**src/rtl/chtab_div.sv**
```systemverilog
module chtab_div #(
  parameter int DW = 32,
  parameter int NW = 11
) (
  input  logic          clk_i,
  input  logic          rst_ni,
  input  logic          start_i,
  input  logic [DW-1:0] dividend_i,
  input  logic [NW-1:0] divisor_i,
  output logic          done_o,
  output logic [NW-1:0] rem_o
);

  localparam int CNTW = $clog2(DW + 1);

  logic [DW-1:0]   dvd_q, dvd_d;
  logic [NW-1:0]   dvs_q, dvs_d;
  logic [NW-1:0]   rem_q, rem_d;
  logic [CNTW-1:0] cnt_q, cnt_d;
  logic            run_q, run_d;
  logic            done_q, done_d;
  logic [NW:0]     trial;

  // one quotient bit per cycle, restoring
  always_comb begin
    trial  = {rem_q, dvd_q[DW-1]};
    dvd_d  = dvd_q;
    dvs_d  = dvs_q;
    rem_d  = rem_q;
    cnt_d  = cnt_q;
    run_d  = run_q;
    done_d = 1'b0;
    if (start_i) begin
      dvd_d = dividend_i;
      dvs_d = divisor_i;
      rem_d = '0;
      cnt_d = '0;
      run_d = 1'b1;
    end else if (run_q) begin
      dvd_d = dvd_q << 1;
      if (trial >= {1'b0, dvs_q}) begin
        rem_d = NW'(trial - {1'b0, dvs_q});
      end else begin
        rem_d = trial[NW-1:0];
      end
      cnt_d = cnt_q + 1'b1;
      if (cnt_q == CNTW'(DW - 1)) begin
        run_d  = 1'b0;
        done_d = 1'b1;
      end
    end
  end

  always_ff @(posedge clk_i or negedge rst_ni) begin
    if (!rst_ni) begin
      run_q  <= 1'b0;
      done_q <= 1'b0;
      cnt_q  <= '0;
    end else begin
      run_q  <= run_d;
      done_q <= done_d;
      cnt_q  <= cnt_d;
    end
  end

  always_ff @(posedge clk_i) begin
    dvd_q <= dvd_d;
    dvs_q <= dvs_d;
    rem_q <= rem_d;
  end

  assign done_o = done_q;
  assign rem_o  = rem_q;

endmodule

```
**config.mk**
```make
export PLATFORM = sky130hd
export DESIGN_NAME = chtab_div
export DESIGN_NICKNAME = d
export VERILOG_FILES = /design/src/rtl/chtab_div.sv
export SDC_FILE = /design/constraint.sdc
export NUM_CORES = 1
export LEC_CHECK = 0
export BUFFER_PORTS_ARGS = -buffer_cell sky130_fd_sc_hd__buf_4
export CAP_MARGIN = 20
export CORE_AREA = 2 2 100 63
export DETAILED_ROUTE_END_ITERATION = 8
export DIE_AREA = 0 0 102 65
export GPL_TIMING_DRIVEN = 0
export PLACE_DENSITY = 0.84
export SLEW_MARGIN = 5
export SYNTH_ARGS = -nofsm -noshare
export SYNTH_HDL_FRONTEND = slang
export SYNTH_SLANG_ARGS = --single-unit
```
**constraint.sdc**
```tcl
create_clock -name clk_i -period 3.31 [get_ports clk_i]
set_clock_uncertainty 0.15 [all_clocks]
set_input_delay 0.1655 -clock clk_i [delete_from_list [all_inputs] [get_ports clk_i]]
set_output_delay 0.1655 -clock clk_i [all_outputs]
set_load 0.1 [all_outputs]
```
Word-level counts from Yosys, hierarchy flattened
Cells that the tools add are included.
Storage, ports and cells
  register bits after elaboration: 62
  bits of input ports: 46
  logic and storage cells: 22
Cells by class
  add/sub/neg operators: 2
  order comparisons: 1
  eq/ne operators: 1
  muxes and demuxes: 11
  reduce and logical (&&, ||, !) cells: 1
Operators by type and width (count)
  $mux W32: 2
  $ge A12 B11 Y1: 1
  $mux W6: 2
  $mux W11: 1
  $sub A11 B11 Y11: 1
  $add A6 B1 Y6 const B: 1
  $eq A6 B5 Y1 const B: 1
  $mux W1: 6
  $reduce_bool A2 Y1: 1

Longest topological paths before layout
Gate-level depths: netlist (run 1).
  depth after elaboration: 4
  gate-level depth with buffers: 10

Least setup slack after synthesis (run 1)
Ideal clock, no wire load.
  path type: reg-to-reg
  start point: register rem_q[0], in the netlist rem_o[0]
  end point: register rem_q[6], in the netlist rem_o[6]
  data arrival time: 3138 ps
  data required time: 3072 ps
  setup slack: -66 ps
  stages on the path, launching flop included: 10
  path buffers: 1
  cell sequence: dfxtp_1 -> inv_1 -> fa_1 -> nand2b_1 -> o2bb2ai_2 -> a211o_1 -> and2_4 -> buf_6 -> or3b_1 -> a311oi_2
Between the ends
  cells in the longest elaborated chain, start to end: 2
  elaborated cells between the ends (all ways): 3
Ends and longest elaborated chain
  start, declared: RTL line 18  | logic [NW-1:0] rem_q, rem_d;
  start signal, assigned: RTL line 69  | rem_q <= rem_d;
  $sub A11 B11 Y11 / $ge A12 B11 Y1 (equally long branches): RTL line 42, 41
  $mux W11 (*): RTL line 41  | if (trial >= {1'b0, dvs_q}) begin
Mark *: on every way between the ends. The rest lies on a longest branch, timed or not.
A chain may end at the register's enable or synchronous reset.

Worst setup path after layout (run 1)
  start point: register dvd_q[31]
  end point: register rem_q[4], in the netlist rem_o[4]
Between the ends
  cells in the longest elaborated chain, start to end: 2
  elaborated cells between the ends (all ways): 3
Ends and longest elaborated chain
  start, declared: RTL line 16  | logic [DW-1:0] dvd_q, dvd_d;
  start signal, assigned: RTL line 67  | dvd_q <= dvd_d;
  $sub A11 B11 Y11 / $ge A12 B11 Y1 (equally long branches): RTL line 42, 41
  $mux W11 (*): RTL line 41
Marked as above.

==> results.ini, run 1 <==
[setup_path]
crit_fanout = 8
r2r_start = dvd_q[31]$_DFFE_PP_
slowest_stage = mux2_1
cp.required_ns = 3.40
reg2reg_slack_ns = 0.29
cp-start-kind = flop
cp.arrival_ns = 3.11
end_kind = flop
startpoint = dvd_q[31]$_DFFE_PP_
path_class = reg -> reg
max_stage_delay_ns = 0.41
path_cells = inv_1, ha_1, fa_1, nand2b_1, o2bb2ai_2, a211o_1, nand2_1, mux2_1, a22o_1

[grt]
grt_max_degree = 25
grt_pass1_wl_um = 12000
grt_pass1_vias = 2365
grt_usage = 0.255
grt_overflow = 0
grt_antenna_before_repair = 0

[logic_synthesis]
synth_common_cells = edfxtp_1, mux2_2, nor2_1, nand2_1, inv_1
netlist_top_cells_area = edfxtp_1, mux2_2, dfxtp_1
synth_cell_type_count = 46
yosysTopAreaCellShare = 0.421
ys_async_sr_fraction = 0.129
syn_area_per_cell_um2 = 12.2
netlist_instances = 252
yosysMostFrequentCell = edfxtp_1
ys_seq_area_frac = 0.559
synth_enable_flop_cells = 43
syn_nets = 311
yosys.area.top_type = edfxtp_1
synth_flop_cell = edfxtp_1
ys_warn_count = 0
ys_ff_latch = 62
syn-cell-area_mm2 = 0.00306

[place]
gp_congestion = 0.879
place_area_mm2 = 0.00363
io_buffers = 57
place_ws_ns = 0.409
dp_hpwl_um = 4660

[sta]
fin_ws_ns = 0.292
min_period_ns = 3.02
rsz0062_at_grt = no
fin_crit_sh = 0.912
fmax_mhz = 331
slew_viol_final = 0
maxSlewHeadroom = 0.583
setup_viol = 0
worstMarginPinSlew_ns = 0.625
final-hold-violation-count = 0
tns_ns = 0

[route]
drt_first_pass_iters = 7
postRouteAntennaNets = 0
viasPerCell = 5.37
vias = 2440
routed_wl_um = 7750
drt-initial-drc-count = 241
routedWlPerCell_um = 17.1
drc = 0

[pwr]
comb_power_share = 0.469
p_int_mw = 1.71
ir_drop_mv = 0.369
switching_power_mw = 1.29
powerDensity_mw_per_mm2 = 709
p_leak_nw = 1.79
pwr-share-clk = 0.184
swShare = 0.431
p_total_mw = 2.99
pwr-share-seq = 0.348

[clock_network]
post_cts_buffers = 0
cts_made_buffers = 9
clk_pin_slew_ns = 0.07
cts_tree = built
ctsHtreeMaxLevel = 3
clk_latency_ns = 0.35
cts_sinks = 62
clockRootBuffer = clkbuf_8
cts_buffer_depth = 2

[die]
rows = 22
design.core.area_mm2 = 0.00584
initial_core_util = 0.525
ios = 58
die-area_mm2 = 0.00663
die_x_um = 102
die_h_um = 65

[cells_and_area]
antenna_cells = 0
utilization = 0.724
syn_to_final_growth_pct = 37.8
nFillCells = 404
final_layout_size_suffix_gt1_frac = 0.292
fin_nets = 424
finalInstanceArea_mm2 = 0.00422

[outcome]
status = complete, no violations

[hold_path]
hp-class = in -> async

[job]
maxCapViolations = 0

-- routing by layer --
metal  GRT usage  vias to the layer above  part of all wire
met1       0.311                     1138              0.39
li1            -                     1153                 -
met5           0                        -                 0
met3      0.0809                       17             0.088
met4       0.120                        0             0.025
met2       0.412                      132              0.50
-- registers in the layout, summed over array words and instances (netlist names) --
register	flops
cnt_q	6
done_o	1
dvd_q	32
dvs_q	11
rem_o	11
run_q	1
-- timing repair --
item	CTS	global route
resized for setup	0	0
endpoints found under the hold margin	51	0
hold buffers	44	0
-- logic make-up after synthesis --
group | synth area share
buffers and inverters | 0.0319
AOI/OAI and AO/OA | 0.109
DFF | 0.559
muxes | 0.127
and+or+nand+nor | 0.0951
xor gates and xnor gates | 0.0229
adders and majority gates | 0.0555
-- final timing paths --
kind	end	depth (start not counted)
setup / recovery	rem_o[4]$_SDFFE_PP0P_	9
hold / removal	done_o$_DFF_PN0_	2
setup reg to reg	rem_o[4]$_SDFFE_PP0P_	9
hold reg to reg	rem_o[7]$_SDFFE_PP0P_	2
max in group asynchronous	cnt_q[4]$_DFFE_PN0P_	2
min in group clk_i	dvs_q[0]$_DFFE_PP_	1
-- worst max-delay path: cells and delay by family, from the launching register on --
family | cells | cell delay, ns
muxes | 1 | 0.41
and+or+nand+nor | 2 | 0.52
buffers and inverters | 1 | 0.06
AOI/OAI and AO/OA | 3 | 0.77
adders and majority gates | 2 | 0.64
DFF | 1 | 0.36
-- cells in the final DEF (no fill, tap or decap), types with 2 or more instances in the layout --
| cell | instances |
|---|---|
| a211oi_1 | 2 |
| a21o_1 | 2 |
| a21oi_1 | 13 |
| a22o_1 | 2 |
| and2_1 | 2 |
| buf_4 | 57 |
| clkbuf_1 | 8 |
| clkbuf_8 | 9 |
| clkinv_1 | 3 |
| clkinv_2 | 2 |
| dfrtp_1 | 8 |
| dfxtp_1 | 10 |
| dlygate4sd3_1 | 44 |
| edfxtp_1 | 43 |
| ha_1 | 12 |
| inv_1 | 16 |
| mux2_2 | 31 |
| mux2i_1 | 3 |
| nand2_1 | 17 |
| nand2b_1 | 3 |
| nand4_1 | 4 |
| nor2_1 | 19 |
| nor2b_1 | 2 |
| nor3_1 | 3 |
| o21a_1 | 4 |
| o21ai_0 | 15 |
| or3_1 | 3 |
| xnor2_1 | 4 |
| xor2_1 | 4 |
-- metrics by stage --
step	hold slack (ns)	cells
floorplan	-0.280	252
global placement	-0.160	393
detailed placement	-0.158	394
CTS	0.00417	454
global route	0.00906	454
finish	0.0169	454
-- layout make-up --
type | instances | area, um2 | area share
Buffer | 8 | 37.5 | 0.00889
Clock buffer | 10 | 128 | 0.0302
Clock inverter | 6 | 28.8 | 0.00681
Inverter | 16 | 60.1 | 0.0142
Multi-Input combinational cell | 166 | 1250 | 0.297
Sequential cell | 62 | 1710 | 0.406
Tap cell | 84 | 105 | 0.0249
Timing Repair Buffer | 102 | 896 | 0.212
-- power groups by stage --
stage          Clock [mW]  Combinational (mW)  Sequential (mW)
3_5_place_dp            0                1.31             1.05
4_1_cts             0.556                1.36             1.04
5_1_grt             0.597                1.49             1.05
2_1_floorplan           0               0.625             1.44
3_3_place_gp            0                1.29             1.05
6_report            0.550                1.40             1.04
Note: power is estimated with default switching activity, not from simulation.
==> run 2, diff against run 1 <==
- GPL_TIMING_DRIVEN: 0 -> not set
==> run 2 against run 1 <==
Net effect: largest cell class unchanged; sequential cell count stayed put; highest routed layer unchanged; routed wire length is 8.3% lower; cell area is 0.39% lower; sequential power hardly changed; clock power is 18% higher; largest power group unchanged.
==> results.ini, run 2 (same netlist as run 1, synthesis figures left out) <==
[route]
drt-initial-drc-count = 144  ; -40%
viasPerCell = 5.25  ; -2.4%
drc = 0  ; unchanged
drt_first_pass_iters = 5  ; -2
vias = 2345  ; -3.9%
routedWlPerCell_um = 15.9  ; -6.8%
postRouteAntennaNets = 0  ; unchanged
routed_wl_um = 7110  ; -8.3%

[cells_and_area]
fin_nets = 417  ; -1.7%
regMostFlops = dvd_q
final-instance-count-excl-fill = 447  ; -1.5%
antenna_cells = 0  ; unchanged
finalInstanceArea_mm2 = 0.00421  ; -0.39%
largest_reg_flops = 32  ; unchanged
final_layout_size_suffix_gt1_frac = 0.303  ; +0.0111
final_common_cell = buf_4
syn_to_final_growth_pct = 37.3
mostFrequentLayoutCells = buf_4, dlygate4sd3_1, edfxtp_1

[grt]
busiest_layer = met2
grt_util_met3 = 0.0971  ; +0.0162
grt_pass1_wl_um = 11100  ; -7.1%
grt_usage = 0.234  ; -0.0209
use_met1 = 0.310  ; -0.00135
met2_usage = 0.355  ; -0.0567
grt_antenna_before_repair = 0  ; unchanged
grt_max_degree = 33  ; +32%
grt_overflow = 0  ; unchanged
grt_pass1_vias = 2288  ; -3.3%

[clock_network]
cts_sinks = 62  ; unchanged
post_cts_buffers = 0  ; unchanged
cts_buffer_depth = 2  ; unchanged
cts_made_buffers = 9  ; unchanged
clk_latency_ns = 0.35  ; about the same
clk_pin_slew_ns = 0.07  ; about the same
ctsHtreeMaxLevel = 3  ; unchanged
cts_resized = 0  ; unchanged
cts_hold_buffers = 44  ; unchanged
clockRootBuffer = clkbuf_8
cts_tree = built

[place]
dp_hpwl_um = 4390  ; -5.8%
place_ws_ns = 0.584  ; +0.175 ns
gp_congestion = 0.909  ; +3.4%
dp.cells = 387  ; -1.8%
io_buffers = 57  ; unchanged
place_area_mm2 = 0.00358  ; -1.4%

[setup_path]
cp.required_ns = 3.40  ; about the same
cp_num_buf_inv = 0  ; -1
reg2reg_slack_ns = 0.47  ; +0.18 ns
cp-start-kind = flop
path_delay_family = compound AO/OA/AOI/OAI gates
path_cells = ha_1, fa_1, nand2b_1, o2bb2ai_2, a211o_1, nand2_1, mux2_1, a22o_1
max_stage_delay_ns = 0.42  ; about the same
crit_fanout = 8  ; unchanged
path_class = reg -> reg
r2r_start = dvs_q[0]$_DFFE_PP_
ff2ff_path_depth = 8  ; -1
cp.arrival_ns = 2.93  ; -0.18 ns
reg2reg_to = rem_o[4]$_SDFFE_PP0P_
end_kind = flop
slowest_stage = fa_1

[sta]
rsz0062_at_grt = no
hold_ws_ns = 0.0127  ; -0.00419 ns
setup_viol = 0  ; unchanged
fmax_mhz = 352  ; +6.2%
fin_crit_sh = 0.859  ; -0.0530
worstMarginPinSlew_ns = 0.769  ; +0.144 ns
final-hold-violation-count = 0  ; unchanged
tns_ns = 0  ; unchanged
fin_ws_ns = 0.467  ; +0.175 ns
slew_viol_final = 0  ; unchanged
maxSlewHeadroom = 0.485  ; -0.0979
min_period_ns = 2.84  ; -0.175 ns

[die]
die_h_um = 65  ; unchanged
die-area_mm2 = 0.00663  ; unchanged
design.core.area_mm2 = 0.00584  ; unchanged
ios = 58  ; unchanged
initial_core_util = 0.525  ; unchanged
rows = 22  ; unchanged
die_x_um = 102  ; unchanged

[pwr]
p_int_mw = 1.77  ; +3.7%
p_leak_nw = 1.78  ; -0.44%
pwr-share-seq = 0.341  ; -0.007
switching_power_mw = 1.29  ; -0.19%
ir_drop_mv = 0.315  ; -15%
comb_power_share = 0.446  ; -0.023
swShare = 0.421  ; -0.00944
pwr-share-clk = 0.212  ; +0.028
powerDensity_mw_per_mm2 = 726  ; +2.4%

[job]
maxCapViolations = 0  ; unchanged

[outcome]
status = complete, no violations

[hold_path]
hp-class = in -> async

==> run 2: metal layers <==
layer | part of all wire | vias to the layer above
li1 | - | 1145
met2 | 0.46 | 79
met5 | 0 | -
met4 | 0.016 | 0
met1 | 0.46 | 1110
met3 | 0.069 | 11
==> run 2: through the flow <==
| step | util | power, mW |
|---|---|---|
| floorplan | - | 2.07 |
| global placement | 0.613 | 2.33 |
| detailed placement | 0.613 | 2.34 |
| CTS | 0.721 | 3.03 |
| global route | 0.721 | 3.21 |
| finish | 0.721 | 3.06 |
==> run 2: area by class of cell <==
cell class,count,area (um2)
clock buffers,10,128
clock inverters,6,62.6
fillers,411,1630
inverters,16,60.1
multi-input cells,166,1250
flip-flops and latches,62,1710
well taps,84,105
repair buffers,103,883
==> run 2: power groups by stage <==
stage          sequential [mW]  combinational [mW]  clock (mW)
6_report                  1.04                1.36       0.649
3_3_place_gp              1.05                1.28           0
5_1_grt                   1.06                1.45       0.697
4_1_cts                   1.04                1.34       0.656
2_1_floorplan             1.44               0.625           0
3_5_place_dp              1.05                1.29           0
==> run 2: worst max path at each step <==
| stage | startpoint | to | slack (ns) | cells after the start |
|---|---|---|---|---|
| global route | dvs_q[0]$_DFFE_PP_ | rem_o[4]$_SDFFE_PP0P_ | 0.37 | 8 |
| floorplan | rem_o[0]$_SDFFE_PP0P_ | rem_o[6]$_SDFFE_PP0P_ | 0.30 | 9 |
| detailed placement | dvd_q[31]$_DFFE_PP_ | rem_o[4]$_SDFFE_PP0P_ | 0.58 | 9 |
| CTS | dvd_q[31]$_DFFE_PP_ | rem_o[4]$_SDFFE_PP0P_ | 0.55 | 9 |
| global placement | dvd_q[31]$_DFFE_PP_ | rem_o[6]$_SDFFE_PP0P_ | 0.63 | 9 |
| finish | dvs_q[0]$_DFFE_PP_ | rem_o[4]$_SDFFE_PP0P_ | 0.47 | 8 |
